**src/rtl/ngpd_pkg.sv**
```systemverilog
package ngpd_pkg;

    // defaults for the top-level parameters
    localparam int SIDE_MAX_DEF        = 32;
    localparam int COORD_FRAC_BITS_DEF = 24;
    localparam int MASS_BITS_DEF       = 32;
    localparam int ACC_BITS_DEF        = 40;

    // fixed port widths
    localparam int POS_W     = 24;
    localparam int MASS_W    = 32;
    localparam int IDX_W     = 5;
    localparam int TOTAL_W   = 40;
    localparam int SIZE_W    = 6;
    localparam int CFG_IDX_W = 2;

    localparam logic [SIZE_W-1:0] SIZE_RESET = 6'd32;

    typedef enum logic [CFG_IDX_W-1:0] {
        REG_SIZE_X = 2'd0,
        REG_SIZE_Y = 2'd1,
        REG_SIZE_Z = 2'd2
    } t_cfg_reg;

    typedef enum logic {
        OP_DEPOSIT = 1'b0,
        OP_READ    = 1'b1
    } t_op;

    typedef enum logic [1:0] {
        BK_CLEAR,
        BK_IDLE,
        BK_UPDATE
    } t_back_state;

    typedef struct packed {
        logic full;
        logic empty;
    } t_q_status;

    typedef struct packed {
        logic clearing;
    } t_back_status;

endpackage

```
**src/rtl/ngpd_queue.sv**
```systemverilog
module ngpd_queue #(
    parameter int WIDTH = 8
) (
    input  logic                  i_clk,
    input  logic                  i_rst_n,
    input  logic                  i_push,
    input  logic [WIDTH-1:0]      i_push_data,
    input  logic                  i_pop,
    output logic [WIDTH-1:0]      o_pop_data,
    output ngpd_pkg::t_q_status   o_status
);
    import ngpd_pkg::*;

    logic [WIDTH-1:0] r_data [2];
    logic             r_wr_ptr, r_rd_ptr;
    logic [1:0]       r_count, n_count;

    always_comb begin
        n_count = r_count;
        if (i_push && !i_pop) begin
            n_count = r_count + 2'd1;
        end else if (i_pop && !i_push) begin
            n_count = r_count - 2'd1;
        end
    end

    always_ff @(posedge i_clk) begin
        if (!i_rst_n) begin
            r_wr_ptr <= 1'b0;
            r_rd_ptr <= 1'b0;
            r_count  <= 2'd0;
        end else begin
            if (i_push) begin
                r_wr_ptr <= ~r_wr_ptr;
            end
            if (i_pop) begin
                r_rd_ptr <= ~r_rd_ptr;
            end
            r_count <= n_count;
        end
    end

    always_ff @(posedge i_clk) begin
        if (i_push) begin
            r_data[r_wr_ptr] <= i_push_data;
        end
    end

    assign o_pop_data     = r_data[r_rd_ptr];
    assign o_status.full  = (r_count == 2'd2);
    assign o_status.empty = (r_count == 2'd0);

    a_pop_nonempty : assert property (@(posedge i_clk) disable iff (!i_rst_n)
        i_pop |-> !o_status.empty)
        else $error("queue popped while empty");

    a_push_not_full : assert property (@(posedge i_clk) disable iff (!i_rst_n)
        i_push |-> !o_status.full)
        else $error("queue pushed while full");

endmodule

```
**config.mk**
```make
export PLATFORM = sky130hd
export DESIGN_NAME = ngpd_queue
export DESIGN_NICKNAME = d
export VERILOG_FILES = /design/src/rtl/ngpd_pkg.sv /design/src/rtl/ngpd_queue.sv
export SDC_FILE = /design/constraint.sdc
export NUM_CORES = 1
export LEC_CHECK = 0
export ABC_AREA = 1
export BUFFER_PORTS_ARGS = -buffer_cell sky130_fd_sc_hd__buf_2
export CORE_MARGIN = 2
export CORE_UTILIZATION = 49
export CTS_CLUSTER_SIZE = 8
export DETAILED_ROUTE_END_ITERATION = 10
export GPL_ROUTABILITY_DRIVEN = 0
export GPL_TIMING_DRIVEN = 0
export PLACE_DENSITY = 0.75
export SKIP_CTS_REPAIR_TIMING = 1
export SLEW_MARGIN = 15
export SYNTH_ARGS = -nofsm -noshare
export SYNTH_HDL_FRONTEND = slang
export SYNTH_SLANG_ARGS = --single-unit
```
**constraint.sdc**
```tcl
create_clock -name i_clk -period 1.4 [get_ports i_clk]
set_clock_uncertainty 0.05 [all_clocks]
set_input_delay 0.07 -clock i_clk [delete_from_list [all_inputs] [get_ports i_clk]]
set_output_delay 0.07 -clock i_clk [all_outputs]
set_load 0.05 [all_outputs]
```
After elaboration in Yosys (flattened, before gate mapping)
Memory sizes are Yosys's and may differ from the RTL's. A register that Yosys moved wholly into a read port is not among the register bits.
Index checks and enable logic that the tools add are counted.
Widths: inputs -> output; s select.
- memory bits (writable): 16
- output and inout port bits: 10
- memories: 1
- register bits after elaboration: 4
- memory list (memory ; depth ; bits a word ; read ports ; clocked after memory_dff ; wr ports ; line ; text):
    r_data ; 2 ; 8 ; 1 ; 1 ; 1 ; ngpd_queue.sv:14 ; logic [WIDTH-1:0] r_data [2];
- bitwise gates (word level): 2
- equality and inequality tests: 1
- reductions and logical operators: 6
- multiplexer cells: 6
- $add $sub $neg: 2
- operator list (cell ; count):
    $mux 1 ; 4
    $mux 2 ; 2
    $add 2x1->2 const B ; 1
    $eq 2x2->1 const B ; 1
    $logic_and 1x1->1 ; 2
    $logic_not 1->1 ; 2
    $logic_not 2->1 ; 1
    $not 1->1 ; 2
    $reduce_bool 2->1 ; 1
    $sub 2x1->2 const B ; 1

Longest topological paths before layout
- depth in word-level cells: 4
- gate-level depth with buffers: 8
- depth with buffers taken out: 8

Least setup slack after synthesis
OpenSTA, ideal clock, no wires.
- kind: flip-flop to output port
- from: register r_count[1]
- to: output port o_status[1] in the netlist's numbering
- cell stages (with the launch flop): 3
- arrival time: 1019 ps
- buffers on the path: 0
- setup slack: 261 ps
- cells stage by stage: dfxtp_1 > inv_1 > nor2_1
- RTL lines (what ; line ; text):
    from (decl) ; ngpd_queue.sv:16 ; logic [1:0] r_count, n_count;
    from (signal assigned) ; ngpd_queue.sv:39 ; r_count <= n_count;
    to (decl) ; ngpd_queue.sv:10 ; output ngpd_pkg::t_q_status o_status

==> out/qor.yml <==
routed_wl_um: 1300
synth_fp_nets: 71
clock_path_buffers: 2
yosysTopAreaCellShare_pct: 59.7
coreArea_um2: 1520
ant_nets: 0
num_vias: 529
clock-sinks: 21
num_antenna_cells: 0
critPathSlowestCell: "mux2_2"
avgSynthCellArea_um2: 13.9
crit_chain: "buf_6 -> mux2_2 -> buf_6"
fillers: 118
slew_viol_final: 0
ys_ff_latch: 21
yosys.area.top_type: "edfxtp_1"
dpl_cell_area_um2: 930
final_util_pct: 72.4
status: "finished, final reports clean"
path_common_cell: "buf_6"
rsz0062_at_grt: "true"
nets: 106
rows: 14
tightest_slew_ps: 690
cts_tree: "built"
power_mw: 1.33
dp_cells: 95
path_buf_inv: 2
power_density_nw_per_um2: 1200
cts-root-buf: "clkbuf_4"
timing.final.crit_share_pct: 98.8
cp_max_fo: 8
p_leak_nw: 0.469
synth_area_leaders: "edfxtp_1 (60%), dfxtp_1 (12%), mux2_2 (11%)"
clkTransAtPathRegs_ps: 110
setup_viol: 0
min_period_ps: 1380
hold_violations: 0
crit_arrival_ps: 1260
path_class: "flip-flop to primary output"
end_kind: "primary output"
io_buffers: 21
ir_worst_vdd_v: 0.000585
initialDrtViolationCount: 2
grt_overflow: 0
cp_top_family: "multiplexers"
area_growth_pct: 37.2
relSlewSlack_pct: 53.8
syn_inst: 58
max_stage_delay_ps: 350
die_w_um: 44.5
ys_warn_count: 0
netlist_area_um2: 805
worstPathRequired_ps: 1280
fin_area_um2: 1100
ys_seq_area_share_pct: 72.2
drtPass1Iterations: 4
grt_pass1_vias: 480
min_path_type: "primary input to flip-flop"
vias_per_cell: 4.90
synth_cell_types: 16
drt-wirelength-per-cell_um: 12.0
grt_start_max_net_pins: 12
maxCapViolCount: 0
hpwl_um: 889
grt_use_total_pct: 13.4
initial_utilization_pct: 52.8
die_area_um2: 1980
fmax_mhz: 723
boundaryPins: 22
final_cells: 108
drc_errors: 0
insertion_delay_ps: 290
layout-drive-gt1-share_pct: 39.1
htreeDepth: 1
cp-start-kind: "flip-flop"
antenna_found_initial: 0
die_y_um: 44.5
grt_pass1_wl_um: 1810
cts-buffers-inserted: 3
==> report_power, final <==
| group | total (mW) | switching [mW] | internal [mW] |
|---|---|---|---|
| Clock | 0.279 | 0.168 | 0.111 |
| Combinational | 0.320 | 0.194 | 0.126 |
| Sequential | 0.730 | 0.0171 | 0.713 |
==> routing by layer <==
layer  part of all wire [%]  up-vias  global-route usage (%)
li1                       -      266                       -
met1                     38      245                    11.8
met2                     57       16                    26.4
met3                    4.1        2                    3.67
met4                   0.77        0                    7.27
met5                      0        -                       0
==> synth_stat cells <==
cell type  count
o21ai_0        1
edfxtp_1      16
mux2_2         8
xnor2_1        1
a21oi_1        1
inv_2          1
ha_1           1
nor2_1         7
inv_1          8
nand2_2        1
nand3_1        1
dfxtp_1        5
nor3_1         1
nand4_1        1
nand2_1        4
buf_2          1
==> cell usage in the layout, fill, tap and decap left out, drive strengths merged, types with 4 or more instances in the layout <==
| cell | count |
|---|---|
| nor2 | 7 |
| clkbuf | 4 |
| mux2 | 8 |
| dfxtp | 5 |
| inv | 9 |
| buf | 22 |
| nand2 | 5 |
| dlygate4sd3 | 9 |
| edfxtp | 16 |
==> sequential cells by signal, indices dropped and copies added (netlist names), named ones only <==
name / flops
r_rd_ptr: 1
r_data: 16
r_wr_ptr: 1
r_count: 2
==> path summary, 6_finish.rpt <==
check                                      startpoint                     end  slack, ps  depth (start not counted)
worst min register to register  r_wr_ptr$_SDFFE_PN0P_   r_wr_ptr$_SDFFE_PN0P_        470                          2
worst max-delay path                        flip-flop           o_pop_data[6]         20                          3
worst min-delay path                            i_pop   r_rd_ptr$_SDFFE_PN0P_         10                          3
worst max register to register  r_wr_ptr$_SDFFE_PN0P_  r_data[0][2]$_DFFE_PP_        110                          1
==> kinds of logic after synthesis <==
family | after synthesis | share of synthesized area, %
buf+inv | 10 | 4.82
simple gates | 15 | 7.93
fa+ha+maj | 1 | 1.55
mux | 8 | 11.2
xor+xnor | 1 | 1.09
flops | 21 | 72.2
compound gates | 2 | 1.24
==> metrics by stage <==
step | hold slack (ps) | TNS (ps) | setup slack (ps)
floorplan | 119 | 0 | 261
global placement | 208 | 0 | 129
detailed placement | 215 | 0 | 108
CTS | -98.1 | -911 | -129
global route | 4.39 | -184 | -32.9
finish | 14.9 | 0 | 16.9
==> layout make-up <==
class                           instances  area, µm²  share of cell area (%)
Buffer                                  1       11.3                    1.02
Clock buffer                            4       26.3                    2.38
Inverter                                9       33.8                    3.06
Multi-Input combinational cell         27        185                    16.8
Sequential cell                        21        582                    52.7
Tap cell                               16       20.0                    1.81
Timing Repair Buffer                   30        245                    22.2
Power figures use the tool's default switching activity.
