`src/rtl/ngpd_pkg.sv`:
```
package ngpd_pkg;

    // defaults for the top-level parameters
    localparam int SIDE_MAX_DEF        = 32;
    localparam int COORD_FRAC_BITS_DEF = 24;
    localparam int MASS_BITS_DEF       = 32;
    localparam int ACC_BITS_DEF        = 40;

    // fixed port widths
    localparam int POS_W     = 24;
    localparam int MASS_W    = 32;
    localparam int IDX_W     = 5;
    localparam int TOTAL_W   = 40;
    localparam int SIZE_W    = 6;
    localparam int CFG_IDX_W = 2;

    localparam logic [SIZE_W-1:0] SIZE_RESET = 6'd32;

    typedef enum logic [CFG_IDX_W-1:0] {
        REG_SIZE_X = 2'd0,
        REG_SIZE_Y = 2'd1,
        REG_SIZE_Z = 2'd2
    } t_cfg_reg;

    typedef enum logic {
        OP_DEPOSIT = 1'b0,
        OP_READ    = 1'b1
    } t_op;

    typedef enum logic [1:0] {
        BK_CLEAR,
        BK_IDLE,
        BK_UPDATE
    } t_back_state;

    typedef struct packed {
        logic full;
        logic empty;
    } t_q_status;

    typedef struct packed {
        logic clearing;
    } t_back_status;

endpackage

```
`src/rtl/ngpd_front.sv`:
```
module ngpd_front #(
    parameter int SIDE_MAX        = ngpd_pkg::SIDE_MAX_DEF,
    parameter int COORD_FRAC_BITS = ngpd_pkg::COORD_FRAC_BITS_DEF,
    parameter int MASS_BITS       = ngpd_pkg::MASS_BITS_DEF,
    localparam int CELL_W  = $clog2(SIDE_MAX),
    localparam int ADDR_W  = $clog2(SIDE_MAX * SIDE_MAX * SIDE_MAX),
    localparam int ENTRY_W = 1 + ADDR_W + 3 * CELL_W + MASS_BITS
) (
    input  logic                                i_clk,
    input  logic                                i_rst_n,
    input  logic                                i_cfg_we,
    input  logic [ngpd_pkg::CFG_IDX_W-1:0]      i_cfg_idx,
    input  logic [ngpd_pkg::SIZE_W-1:0]         i_cfg_wdata,
    input  logic                                start,
    input  logic                                i_operation,
    input  logic [ngpd_pkg::POS_W-1:0]          i_pos_x,
    input  logic [ngpd_pkg::POS_W-1:0]          i_pos_y,
    input  logic [ngpd_pkg::POS_W-1:0]          i_pos_z,
    input  logic [ngpd_pkg::MASS_W-1:0]         i_mass,
    input  logic [ngpd_pkg::IDX_W-1:0]          i_read_x,
    input  logic [ngpd_pkg::IDX_W-1:0]          i_read_y,
    input  logic [ngpd_pkg::IDX_W-1:0]          i_read_z,
    input  ngpd_pkg::t_back_status              i_back,
    input  ngpd_pkg::t_q_status                 i_q,
    output logic                                o_busy,
    output logic                                o_push,
    output logic [ENTRY_W-1:0]                  o_push_data
);
    import ngpd_pkg::*;

    localparam int N_W    = $clog2(SIDE_MAX + 1);
    localparam int PROD_W = N_W + COORD_FRAC_BITS;

    logic [SIZE_W-1:0] r_size_x, r_size_y, r_size_z;

    logic              r_s1_valid, n_s1_valid;
    logic              r_op;
    logic [PROD_W-1:0] r_prod_x, r_prod_y, r_prod_z;
    logic [MASS_BITS-1:0] r_mass;
    logic [IDX_W-1:0]  r_rd_x, r_rd_y, r_rd_z;

    logic [N_W-1:0]    w_n_x, w_n_y, w_n_z;
    logic              w_accept;
    logic [CELL_W-1:0] w_ix, w_iy, w_iz;
    logic [ADDR_W-1:0] w_addr;
    logic [CELL_W-1:0] w_mod_tab [2**IDX_W];

    function automatic logic [N_W-1:0] f_in_use(input logic [SIZE_W-1:0] s);
        if (s == '0) begin
            return N_W'(1);
        end else if (32'(s) > 32'(SIDE_MAX)) begin
            return N_W'(SIDE_MAX);
        end else begin
            return N_W'(s);
        end
    endfunction

    // round half-up, then wrap an index equal to the size
    function automatic logic [CELL_W-1:0] f_ngp(input logic [PROD_W-1:0] prod,
                                                input logic [N_W-1:0]    n);
        logic [PROD_W:0] sum;
        logic [N_W-1:0]  idx;
        sum = {1'b0, prod} + ((PROD_W + 1)'(1) << (COORD_FRAC_BITS - 1));
        idx = sum[COORD_FRAC_BITS +: N_W];
        if (idx >= n) begin
            idx = idx - n;
        end
        return CELL_W'(idx);
    endfunction

    // read index modulo SIDE_MAX
    for (genvar g = 0; g < 2**IDX_W; g++) begin : g_mod
        assign w_mod_tab[g] = CELL_W'(g % SIDE_MAX);
    end

    always_ff @(posedge i_clk) begin
        if (!i_rst_n) begin
            r_size_x <= SIZE_RESET;
            r_size_y <= SIZE_RESET;
            r_size_z <= SIZE_RESET;
        end else if (i_cfg_we) begin
            case (i_cfg_idx)
                REG_SIZE_X: r_size_x <= i_cfg_wdata;
                REG_SIZE_Y: r_size_y <= i_cfg_wdata;
                REG_SIZE_Z: r_size_z <= i_cfg_wdata;
                default: ;
            endcase
        end
    end

    assign w_n_x = f_in_use(r_size_x);
    assign w_n_y = f_in_use(r_size_y);
    assign w_n_z = f_in_use(r_size_z);

    assign o_busy   = i_back.clearing || (r_s1_valid && i_q.full);
    assign w_accept = start && !o_busy;
    assign o_push   = r_s1_valid && !i_q.full;

    assign n_s1_valid = w_accept || (r_s1_valid && !o_push);

    always_ff @(posedge i_clk) begin
        if (!i_rst_n) begin
            r_s1_valid <= 1'b0;
        end else begin
            r_s1_valid <= n_s1_valid;
        end
    end

    // stage 1: scale by the size in use
    always_ff @(posedge i_clk) begin
        if (w_accept) begin
            r_op     <= i_operation;
            r_prod_x <= PROD_W'(w_n_x) * PROD_W'(COORD_FRAC_BITS'(i_pos_x));
            r_prod_y <= PROD_W'(w_n_y) * PROD_W'(COORD_FRAC_BITS'(i_pos_y));
            r_prod_z <= PROD_W'(w_n_z) * PROD_W'(COORD_FRAC_BITS'(i_pos_z));
            r_mass   <= MASS_BITS'(i_mass);
            r_rd_x   <= i_read_x;
            r_rd_y   <= i_read_y;
            r_rd_z   <= i_read_z;
        end
    end

    // stage 2: cell index and address, into the queue
    always_comb begin
        if (r_op == OP_READ) begin
            w_ix = w_mod_tab[r_rd_x];
            w_iy = w_mod_tab[r_rd_y];
            w_iz = w_mod_tab[r_rd_z];
        end else begin
            w_ix = f_ngp(r_prod_x, w_n_x);
            w_iy = f_ngp(r_prod_y, w_n_y);
            w_iz = f_ngp(r_prod_z, w_n_z);
        end
        w_addr = (ADDR_W'(w_ix) * ADDR_W'(SIDE_MAX) + ADDR_W'(w_iy)) * ADDR_W'(SIDE_MAX)
               + ADDR_W'(w_iz);
    end

    assign o_push_data = {r_op, w_addr, w_ix, w_iy, w_iz, r_mass};

endmodule

```
`config.mk`:
```
export PLATFORM = sky130hd
export DESIGN_NAME = ngpd_front
export DESIGN_NICKNAME = d
export VERILOG_FILES = /design/src/rtl/ngpd_pkg.sv /design/src/rtl/ngpd_front.sv
export SDC_FILE = /design/constraint.sdc
export NUM_CORES = 1
export LEC_CHECK = 0
export ABC_AREA = 1
export BUFFER_PORTS_ARGS = -buffer_cell sky130_fd_sc_hd__buf_2
export CORE_ASPECT_RATIO = 2
export CORE_MARGIN = 2
export CORE_UTILIZATION = 65
export DETAILED_ROUTE_END_ITERATION = 8
export PLACE_DENSITY = 0.86
export SLEW_MARGIN = 0
export SYNTH_ARGS = -nofsm -noshare
export SYNTH_HDL_FRONTEND = slang
export SYNTH_SLANG_ARGS = --single-unit
```
`constraint.sdc`:
```
create_clock -name i_clk -period 13.6 [get_ports i_clk]
set_input_delay 0.68 -clock i_clk [delete_from_list [all_inputs] [get_ports i_clk]]
set_output_delay 0.68 -clock i_clk [all_outputs]
set_load 0.01 [all_outputs]
```
; Yosys cells after proc, flatten, opt, wreduce, memory -nomap -nowiden
; Memories as Yosys holds them, arrays and structs flattened.
; Index checks and enable logic that the tools add are counted.
[classes]
add_sub_neg = 8
multipliers = 3
div_mod_pow = 0
n_lt_le_gt_ge = 9
eq_ne = 2
shift = 0
n_mux = 18
n_bitwise = 3
n_reduce_logical = 16
[ops]
columns = operator, n
row1 = $add A30 B24 Y30 const B, 3
row2 = $mul A6 B24 Y30, 3
row3 = $mux W5, 12
row4 = $mux W6, 6
row5 = $ge A6 B6 Y1, 3
row6 = $ge A6 B6 Y1 const B, 3
row7 = $gt A6 B6 Y1 const B, 3
row8 = $logic_not A6 Y1, 3
row9 = $not A5 Y6, 3
row10 = $add A15 B5 Y15, 1
row11 = $sub A5 B5 Y5, 3
row12 = $add A10 B5 Y10, 1
row13 = $reduce_and A2 Y1, 3
row14 = $logic_and A1 B1 Y1, 4
row15 = $logic_not A1 Y1, 3
row16 = $eq A2 B1 Y1 const B, 1
row17 = $eq A2 B2 Y1 const B, 1
row18 = $logic_not A2 Y1, 1
row19 = $logic_or A1 B1 Y1, 2
[word_totals]
reg_bits = 157
latchBits = 0
ramBits = 0
rom_bits = 480
in_bits = 135
output_inout_bits = 65
mem_count = 3
[memory_table]
columns = memory, words, word_bits, read_ports, rd_clocked_by_memory_dff, wr, line
row1 = (name not given), 32, 5, 1, 0, 0, ngpd_front.sv:128  ; w_iz = w_mod_tab[r_rd_z];
row2 = (name not given), 32, 5, 1, 0, 0, ngpd_front.sv:127  ; w_iy = w_mod_tab[r_rd_y];
row3 = (name not given), 32, 5, 1, 0, 0, ngpd_front.sv:126  ; w_ix = w_mod_tab[r_rd_x];

; Longest topological paths before layout
; Gate-level depths: netlist of run 1.
[depth]
ltp_word = 8
depth_mapped = 25

; Worst setup path before layout of run 1
; Ideal clock, no wire load.
[synth_path]
kind = reg-to-reg
startpoint = reg r_size_y[0]
endpoint = reg r_prod_y[29] (data pin)
setup_ns = 0.252
arrival_time_ns = 4.003
required_ns = 13.348
slack_ns = 9.344
path_stages_with_launch = 25
path_buffers = 1
path_cell_list = dfxtp_1 nor2_1 nand3_1 a21boi_0 inv_1 clkbuf_1 nor2_1 fa_1 fa_1 inv_1 fa_1 inv_1 ha_1 nand2_1 inv_1 o21ai_0 nand2_1 a21oi_1 nor2_1 nor2_1 nor2_1 nor3_1 nand2_1 nand2_1 nand2_1
[synth_via]
elab_chain_cells = 4
[synth_lines]
columns = element, line
row1 = start: declaration, ngpd_front.sv:34  ; logic [SIZE_W-1:0] r_size_x, r_size_y, r_size_z;
row2 = start signal: assignment, ngpd_front.sv:84  ; REG_SIZE_Y: r_size_y <= i_cfg_wdata;
row3 = $gt A6 B6 Y1, ngpd_front.sv:51  ; end else if (32'(s) > 32'(SIDE_MAX)) begin
row4 = $mux W6, ngpd_front.sv:51
row5 = $mux W6 (*), ngpd_front.sv:49  ; if (s == '0) begin
row6 = $mul A6 B24 Y30 (*), ngpd_front.sv:114  ; r_prod_y <= PROD_W'(w_n_y) * PROD_W'(COORD_FRAC_BITS'(i_pos_y));
row7 = end signal: assignment, ngpd_front.sv:114
row8 = end: declaration, ngpd_front.sv:38  ; logic [PROD_W-1:0] r_prod_x, r_prod_y, r_prod_z;
; Mark *: on every way between the ends. The rest lies on a longest branch, timed or not.
; A chain may end at the register's enable or synchronous reset.

; Worst setup path in the final report of run 1
[layout_path]
startpoint = reg r_size_x[5]
endpoint = reg r_prod_x[29] (data pin)
[layout_via]
elab_chain_cells = 4
[layout_lines]
columns = element, line
row1 = start: declaration, ngpd_front.sv:34
row2 = start signal: assignment, ngpd_front.sv:83  ; REG_SIZE_X: r_size_x <= i_cfg_wdata;
row3 = $gt A6 B6 Y1, ngpd_front.sv:51
row4 = $mux W6, ngpd_front.sv:51
row5 = $mux W6 (*), ngpd_front.sv:49
row6 = $mul A6 B24 Y30 (*), ngpd_front.sv:113  ; r_prod_x <= PROD_W'(w_n_x) * PROD_W'(COORD_FRAC_BITS'(i_pos_x));
row7 = end signal: assignment, ngpd_front.sv:113
row8 = end: declaration, ngpd_front.sv:38
; Marked as above.

==> summary.md, run 1 <==
| Metric | Value |
|---|---|
| Clock Skew | `0.007248 ns` |
| Ys async rst share | `0%` |
| CP Cell Sequence | `inv_2, nand2_1, nand2_1, inv_1, nor2_1, fa_1, fa_1, inv_1, fa_1, inv_1, ha_1, a21oi_1, o21ai_0, a21oi_1, o21ai_0, a21oi_1, nor2_1, nor2_1, nand2_1, nand2_1, nand2_1` |
| Post-layout util | `71.27%` |
| R2r setup slk | `7.79 ns` |
| RSZ-0062 raised after global routing | `false` |
| Final slew viol count | `0` |
| EDFF count, synth | `69` |
| Post-CTS Setup Inserts | `0` |
| Clock Power Share | `24.8%` |
| First-pass GRT wire length | `63790 um` |
| Most common cell on crit path | `nand2_1` |
| Leakage power | `10.42 nW` |
| Cts hold-fix bufs | `0` |
| H-tree levels | `3` |
| R2r endpoint | `r_prod_x[29]` |
| Die W | `117.4 um` |
| Avg Synthesized Cell Area | `7.578 sq um` |
| Cell taking the most area after synthesis | `fa_1` |
| Fillers | `2046` |
| First-pass DRT Iterations | `8` |
| Top cell type's share of synthesized area | `31.62%` |
| Max_cap viols | `0` |
| Maximum vdd drop | `90.01 uV` |
| CP Capture Type | `flop` |
| Fin. Hold Viols | `0` |
| Synth warnings | `0` |
| Largest net degree at the start of global routing | `61` |
| Sw Ratio | `37.58%` |
| WL/cell | `13.61 um` |
| Post-DP Area | `0.01787 sq mm` |
| Detailed placement HPWL | `30310 um` |
| Worst path max stage delay | `1.12 ns` |
| Max Fclk | `172.1 MHz` |
| Synth cell types | `44` |
| Clock Tree Buf Depth | `2` |
| NetSw | `345.2 uW` |
| Area delta synth->final | `8.480%` |
| Row count | `83` |
| Multi-input gate area | `0.01186 sq mm` |
| Initial Utilization | `65.70%` |
| Clk_lat worst skew | `0.34 ns` |
| Final Cell Area | `0.01813 sq mm` |
| CORE AREA | `0.02544 sq mm` |
| Setup CP Type | `flop to flop` |
| Status | `finished, final reports clean` |
| Post-cts gate resize count | `0` |
| Post-layout min period | `5.810 ns` |
| Reg area | `0.002452 sq mm` |
| I/O Pins | `200` |
| Crit-path max FO | `28` |
| Vias in the first global route | `14080` |
| Post-route setup TNS | `0 ns` |
| RR Startpoint | `r_size_x[5]` |
| Arrival @ worst endpoint | `5.90 ns` |
| Final ANT Viol Nets | `0` |
| Metal1 wirelength | `16060 um` |
| CTS tree | `yes` |
| Drt drc | `0` |
| Number of synthesized register bits | `88` |
| Power share of the sequential group | `34.2%` |
| Root Driver | `clkbuf_16` |
| DR vias | `14190` |
| GRT Total Usage | `28.35%` |
| Die area | `0.02709 sq mm` |
| Number of port buffers | `198` |
| Hold WC Path Type | `flop to flop` |
| Routability cong. | `0.9115` |
| Hold path depth | `2` |
| Rel. slew slack | `19.22%` |
| Hold EP | `r_size_z[0]` |
| FF-to-FF path depth | `21` |
| Pwr dens | `50.65 mW/mm^2` |
| Clk sink count | `88` |
| Most instantiated cells after synthesis | `inv_1 (559), nor2_1 (396), nand2_1 (347)` |
| CTS Buf Count | `9` |
| Antenna violations before repair | `0` |
| Count leader, synth | `inv_1` |
| Vias/cell | `5.246` |
| Critical Path Slowest Stage Cell | `dfxtp_1` |
| Total grt overflow | `0` |
| Die Ht | `230.8 um` |
| Reg clk slew, reported paths | `0.06 ns` |
| DRT iter0 DRCs | `868` |
| P_int | `573.3 uW` |
| Gate power share | `41.0%` |
| Seq/Total Area, Yosys | `14.67%` |
| Antenna Cells | `0` |
| Worst path required time | `13.69 ns` |
| Worst setup SP type | `flop` |
| Mapped cell area | `0.01672 sq mm` |
| Post-synthesis net count | `2734` |
| Synth Instances | `2206` |
| Highest metal used | `met4` |
| DRT Wirelength | `36790 um` |
| Hold_sp | `r_size_z[0]` |
| Met3 WL | `2454 um` |
| Met2 wire len | `17920 um` |
| Synth area leaders | `fa_1 (32%), inv_1 (13%), edfxtp_1 (12%)` |
| Share of layout cells above drive strength 1 | `9.856%` |
| Synth Flop Type | `edfxtp_1` |
| Least-Margin Pin Slew | `1.210 ns` |
| Crit share post-route | `42.72%` |
| Final setup viols | `0` |
| # nets final | `2887` |
==> registers in the layout (all words and copies together) (netlist names) <==
register / cells
r_size_x: 6
r_mass: 32
r_prod_z: 7
r_rd_x: 5
r_prod_y: 7
r_s1_valid: 1
r_size_y: 6
r_rd_z: 5
r_rd_y: 5
r_op: 1
r_size_z: 6
r_prod_x: 7
==> routing by layer <==
layer  GRT usage (%)  vias up
met4           4.480        0
met5               0        -
met2           49.18      463
li1                -     6912
met3           3.483       32
met1           39.21     6778
==> cell usage in the layout, fill, tap and decap left out, types with 3 or more instances in the layout <==
cell / count
ha_1: 129
a31oi_1: 10
a221oi_1: 3
clkbuf_16: 9
edfxtp_1: 69
nor3_1: 22
a21oi_1: 80
nor2_2: 4
xor2_1: 24
xnor2_1: 7
dfxtp_1: 19
buf_2: 198
a211oi_1: 5
nor4_1: 6
fa_1: 264
o21bai_1: 6
buf_4: 4
inv_1: 559
clkbuf_1: 4
nand3b_1: 9
o21a_1: 7
o21ai_0: 75
nor2_1: 395
nand4_1: 13
a21o_1: 14
a21boi_0: 3
nand3_1: 46
o211ai_1: 6
nand2_2: 5
nand2_1: 347
==> final cells by class <==
cell class              count  area share, %
clock buffers              14          1.401
clock inverters             2        0.06900
inverters                 561          11.61
multi-input cells        1497          65.42
flip-flops and latches     88          13.52
well taps                 340          2.346
repair buffers            202          5.630
==> worst max path at each step <==
stage / slack [ns] / startpoint / end / cells past startpoint
floorplan: 9.34 / r_size_y[0] / r_prod_y[29] / 24
global placement: 7.96 / r_size_x[5] / r_prod_x[29] / 21
detailed placement: 7.90 / r_size_x[5] / r_prod_x[29] / 21
CTS: 7.87 / r_size_x[5] / r_prod_x[29] / 21
global route: 7.45 / r_size_x[5] / r_prod_x[29] / 21
finish: 7.79 / r_size_x[5] / r_prod_x[29] / 21
==> cells by family (layout without fill, tap and decap cells) <==
kind of cell               Yosys count  after routing  share of synthesized area [%]
and+or+nand+nor                    856            856                          20.61
buffers and inverters              621            779                          14.41
adders and majority gates          393            393                          41.27
xor gates and xnor gates            31             31                          1.624
DFF                                 88             88                          14.67
AOI/OAI and AO/OA                  217            217                          7.410
==> metrics by stage <==
step / total power, mW / setup WS [ns] / hold slack [ns] / cells
floorplan: 0.5910 / 9.344 / 0.4438 / 2206
global placement: 0.6810 / 7.964 / 0.4595 / 2688
detailed placement: 0.6922 / 7.904 / 0.4701 / 2688
CTS: 0.9233 / 7.873 / 0.4805 / 2704
global route: 0.9937 / 7.451 / 0.4975 / 2704
finish: 0.9185 / 7.790 / 0.4820 / 2704
==> worst max-delay path, delay by kind of cell (launching register included) <==
kind                     cells  cell delay, ns
flip-flops                   1            1.12
buffers and inverters        4            0.92
adder cells (fa/ha/maj)      4            1.87
AND/OR/NAND/NOR              8            0.82
AO/OA/AOI/OAI                5            0.82
==> power by group through the flow <==
stage | combinational (mW) | clock (mW) | sequential [mW]
after CTS | 0.376 | 0.233 | 0.314
after global placement | 0.361 | 0 | 0.320
after global routing | 0.432 | 0.246 | 0.316
after detailed placement | 0.372 | 0 | 0.320
after floorplan | 0.271 | 0 | 0.320
final | 0.376 | 0.227 | 0.315
No activity file was read; power rests on OpenSTA's default activity.
==> inputs of run 2 (changes only) <==
Settings changed: ABC_AREA 1 to 0, CORE_UTILIZATION 65 to 55, PLACE_DENSITY 0.86 to 0.77.
Clock period 13.6 ns to 4.81 ns, I/O delays scaled along.
==> run 2 against run 1 <==
Effect of this change:
- the flow now finishes with violations (setup timing)
- critical endpoint unchanged
- routed wire length is 7.7% higher
- area after synthesis is 4.2% lower
- non-clock buffer count is 69 higher
- highest routed layer is now met5
- first-iteration DRC count is 45% lower
- clock-buffer cell count is 5 lower
- via count is 13% lower
- clock power grew to 3.2 times the previous value
- fmax is 18% higher
==> summary.md, run 2 <==
| Metric | Value |
|---|---|
| R2r setup slk | `-0.11 ns (-7.90 ns)` |
| Final Cell Area | `0.01875 sq mm (+3.4%)` |
| Most frequent cells in the layout | `and2_1 (373), inv_1 (341), fa_1 (263)` |
| Avg Synthesized Cell Area | `9.540 sq um (+26%)` |
| Worst path required time | `4.90 ns (-8.79 ns)` |
| Clock Skew | `0.004502 ns (-0.002746 ns)` |
| Clk sink count | `88 (unchanged)` |
| Number of port buffers | `198 (unchanged)` |
| CP Capture Type | `flop` |
| EDFF count, synth | `69 (unchanged)` |
| Final ANT Viol Nets | `0 (unchanged)` |
| Arrival @ worst endpoint | `5.02 ns (-0.88 ns)` |
| Synth cell types | `59 (+34%)` |
| Drt drc | `0 (unchanged)` |
| Vias in the first global route | `13690 (-2.8%)` |
| Combinational family with the most area after synthesis | `adder cells` |
| Count leader, synth | `and2_1` |
| Total grt overflow | `0 (unchanged)` |
| Worst path max stage delay | `0.50 ns (-0.62 ns)` |
| Die W | `124.7 um (+6.2%)` |
| Final slew viol count | `0 (unchanged)` |
| Biggest register | `r_mass` |
| Synth area leaders | `fa_1 (33%), and2_1 (15%), edfxtp_1 (13%)` |
| Setup CP Type | `flop to flop` |
| Root Driver | `clkbuf_16` |
| Max Fclk | `203.2 MHz (+18%)` |
| Clk_lat worst skew | `0.35 ns (about the same)` |
| Share of layout cells above drive strength 1 | `19.82% (+10 points)` |
| Reg clk slew, reported paths | `0.07 ns (about the same)` |
| Max FFs per register | `32 (unchanged)` |
| RR Startpoint | `r_size_x[2]` |
| WL/cell | `17.46 um (+28%)` |
| Pwr dens | `129.4 mW/mm^2 (+160%)` |
| Critical Path Slowest Stage Cell | `fa_1` |
| First-pass GRT wire length | `62720 um (-1.7%)` |
| Cell taking the most area after synthesis | `fa_1` |
| Area delta synth->final | `17.08%` |
| GRT Total Usage | `25.41% (-2.9 points)` |
| Max_cap viols | `0 (unchanged)` |
| CTS tree | `yes` |
| Hold EP | `r_mass[31]` |
| Synth Flop Type | `edfxtp_1` |
| Xor/xnor share of the synthesized area | `2.242% (+0.62 points)` |
| Rel. slew slack | `35.07% (+16 points)` |
| Status | `finished, violations left` |
| Number of synthesized register bits | `88 (unchanged)` |
| Final setup viols | `4 (+4)` |
| First-pass DRT Iterations | `5 (-3)` |
| Worst setup SP type | `flop` |
| Synth Instances | `1679 (-24%)` |
| Post-synthesis net count | `2207 (-19%)` |
| Detailed placement HPWL | `31100 um (+2.6%)` |
| Total power | `2.426 mW (+160%)` |
| Clock Tree Buf Depth | `2 (unchanged)` |
| Synth warnings | `0 (unchanged)` |
| Post-layout util | `65.26% (-6.0 points)` |
| Top cell type's share of synthesized area | `32.99% (+1.4 points)` |
| Multi-input gate area | `0.01247 sq mm (+5.1%)` |
| Fillers | `2311 (+13%)` |
| Final WS setup | `-0.1116 ns (-7.901 ns)` |
| Mapped cell area | `0.01602 sq mm (-4.2%)` |
| Seq/Total Area, Yosys | `15.31% (+0.64 points)` |
| Post-DP Area | `0.01766 sq mm (-1.2%)` |
| Hold path depth | `1 (-1)` |
| Maximum vdd drop | `162.5 uV (+81%)` |
| Crit-path max FO | `7 (-75%)` |
| Leakage power | `9.456 nW (-9.3%)` |
| Failing checks | `setup timing` |
| Adder-Cell Fraction of Synth Area | `43.07% (+1.8 points)` |
| Row count | `88 (+6.0%)` |
| Synth Area in Compound Gates | `5.304% (-2.1 points)` |
| Crit share post-route | `102.3% (+60 points)` |
| Fin. Hold Viols | `0 (unchanged)` |
| Least-Margin Pin Slew | `0.9739 ns (-0.2361 ns)` |
| DRT iter0 DRCs | `477 (-45%)` |
| Most common cell on crit path | `fa_1` |
| DRT Wirelength | `39620 um (+7.7%)` |
| CP Cell Sequence | `nor4_4, nor2_1, nor2_2, buf_6, and2_1, fa_1, fa_1, inv_1, fa_1, inv_1, ha_1, nand4_1, or3_4, o311ai_4, a211oi_2, o31ai_2, xnor2_1` |
| Most instantiated cells after synthesis | `and2_1 (388), inv_1 (342), fa_1 (264)` |
| Post-layout min period | `4.922 ns (-0.8888 ns)` |
| Routability cong. | `0.8527 (-6.5%)` |
| I/O Pins | `200 (unchanged)` |
| Vias/cell | `5.444 (+3.8%)` |
| Largest net degree at the start of global routing | `71 (+16%)` |
| RSZ-0062 raised after global routing | `true` |
| CTS Buf Count | `9 (unchanged)` |
| Hold_sp | `i_mass[31]` |
| Cts hold-fix bufs | `0 (unchanged)` |
| FF-to-FF path depth | `17 (-19%)` |
| Reg area | `0.002462 sq mm (+0.41%)` |
| # nets final | `2430 (-16%)` |
| Initial Utilization | `55.74% (-10 points)` |
| R2r endpoint | `r_prod_x[29]` |
| Post-synthesis mux area share | `2.703% (+2.7 points)` |
| Ys async rst share | `0% (unchanged)` |
| CORE AREA | `0.02874 sq mm (+13%)` |
| Synth Area in Simple Gates | `21.60% (+0.98 points)` |
| Die Ht | `245.3 um (+6.3%)` |
| H-tree levels | `3 (unchanged)` |
| Die area | `0.03059 sq mm (+13%)` |
| Hold WC Path Type | `input port to flop` |
| DR vias | `12350 (-13%)` |
| Antenna violations before repair | `6 (+6)` |
| Most common cell after layout, fill and taps aside | `and2_1` |
run 2: changes by cell type in the layout (fill, tap and decap cells not counted), moves of 16 or more:
cell / previous run / this run
mux2i_1: 0 / 23
nand3_1: 46 / 14
ha_1: 129 / 113
nor3_1: 22 / 3
nand2_1: 347 / 75
buf_4: 4 / 49
nor2b_1: 0 / 33
nor2_1: 395 / 25
o21ai_0: 75 / 11
and2_1: 1 / 373
a21oi_1: 80 / 26
xnor2_1: 7 / 30
inv_1: 559 / 341
run 2: kinds of logic after synthesis:
kind of cell / after synthesis
xor+xnor: 41
flops: 88
simple gates: 591
buf+inv: 401
compound gates: 124
mux: 41
fa+ha+maj: 393
run 2: per-layer routing:
metal / wire length (um) / global-route usage (%) / vias up
met5: 42 / 0 / -
li1: - / - / 5623
met2: 22820 / 51.62 / 331
met1: 13260 / 24.94 / 6253
met4: 1876 / 11.04 / 8
met3: 1615 / 3.481 / 137
run 2: per-stage QoR:
stage	setup slack (ns)	std cells	hold slack, ns	TNS [ns]
final	-0.1116	2269	0.06467	-0.1905
after CTS	-0.001949	2244	0.05127	-0.001949
after detailed placement	-0.06427	2223	0.4187	-0.1183
after global routing	-0.2128	2268	0.05421	-1.618
after global placement	0.05181	2223	0.4173	0
after floorplan	0.1364	1679	0.3394	0
run 2: worst max path at each step:
stage	from	end	slack [ns]
floorplan	r_size_x[3]	r_prod_x[27]	0.14
global placement	r_size_x[3]	r_prod_x[27]	0.05
finish	r_size_x[2]	r_prod_x[29]	-0.11
CTS	r_size_z[1]	r_prod_z[29]	-0.002
detailed placement	r_size_y[1]	r_prod_y[29]	-0.06
global route	r_size_x[2]	r_prod_x[29]	-0.21
run 2: worst max-delay path, delay by kind of cell (launching register included):
family,cells,cell delay (ns)
AOI/OAI and AO/OA,3,0.84
xor gates and xnor gates,1,0.11
adders and majority gates,4,1.69
buffers and inverters,3,0.28
DFF,1,0.36
and+or+nand+nor,6,1.39
run 2: area by class of cell:
class	instances	area share, %
antenna	2	0.02669
multi-input combinational	1190	66.48
sequential	88	13.13
clock buffer	9	1.201
timing repair buffer	271	9.514
tap	360	2.402
clock inverter	7	0.4003
inverter	342	6.845
run 2: where the power goes:
| part | switching [mW] | internal (mW) | leakage (nW) |
|---|---|---|---|
| sequential | 0.0213 | 0.860 | 0.803 |
| combinational | 0.458 | 0.369 | 8.51 |
| clock | 0.349 | 0.368 | 0.144 |
run 2: timing repair:
item,in CTS,in global routing
buffers inserted,4,20
resized for setup,10,91
pin swaps,3,60
gates cloned,1,3
setup endpoints to repair,5,19
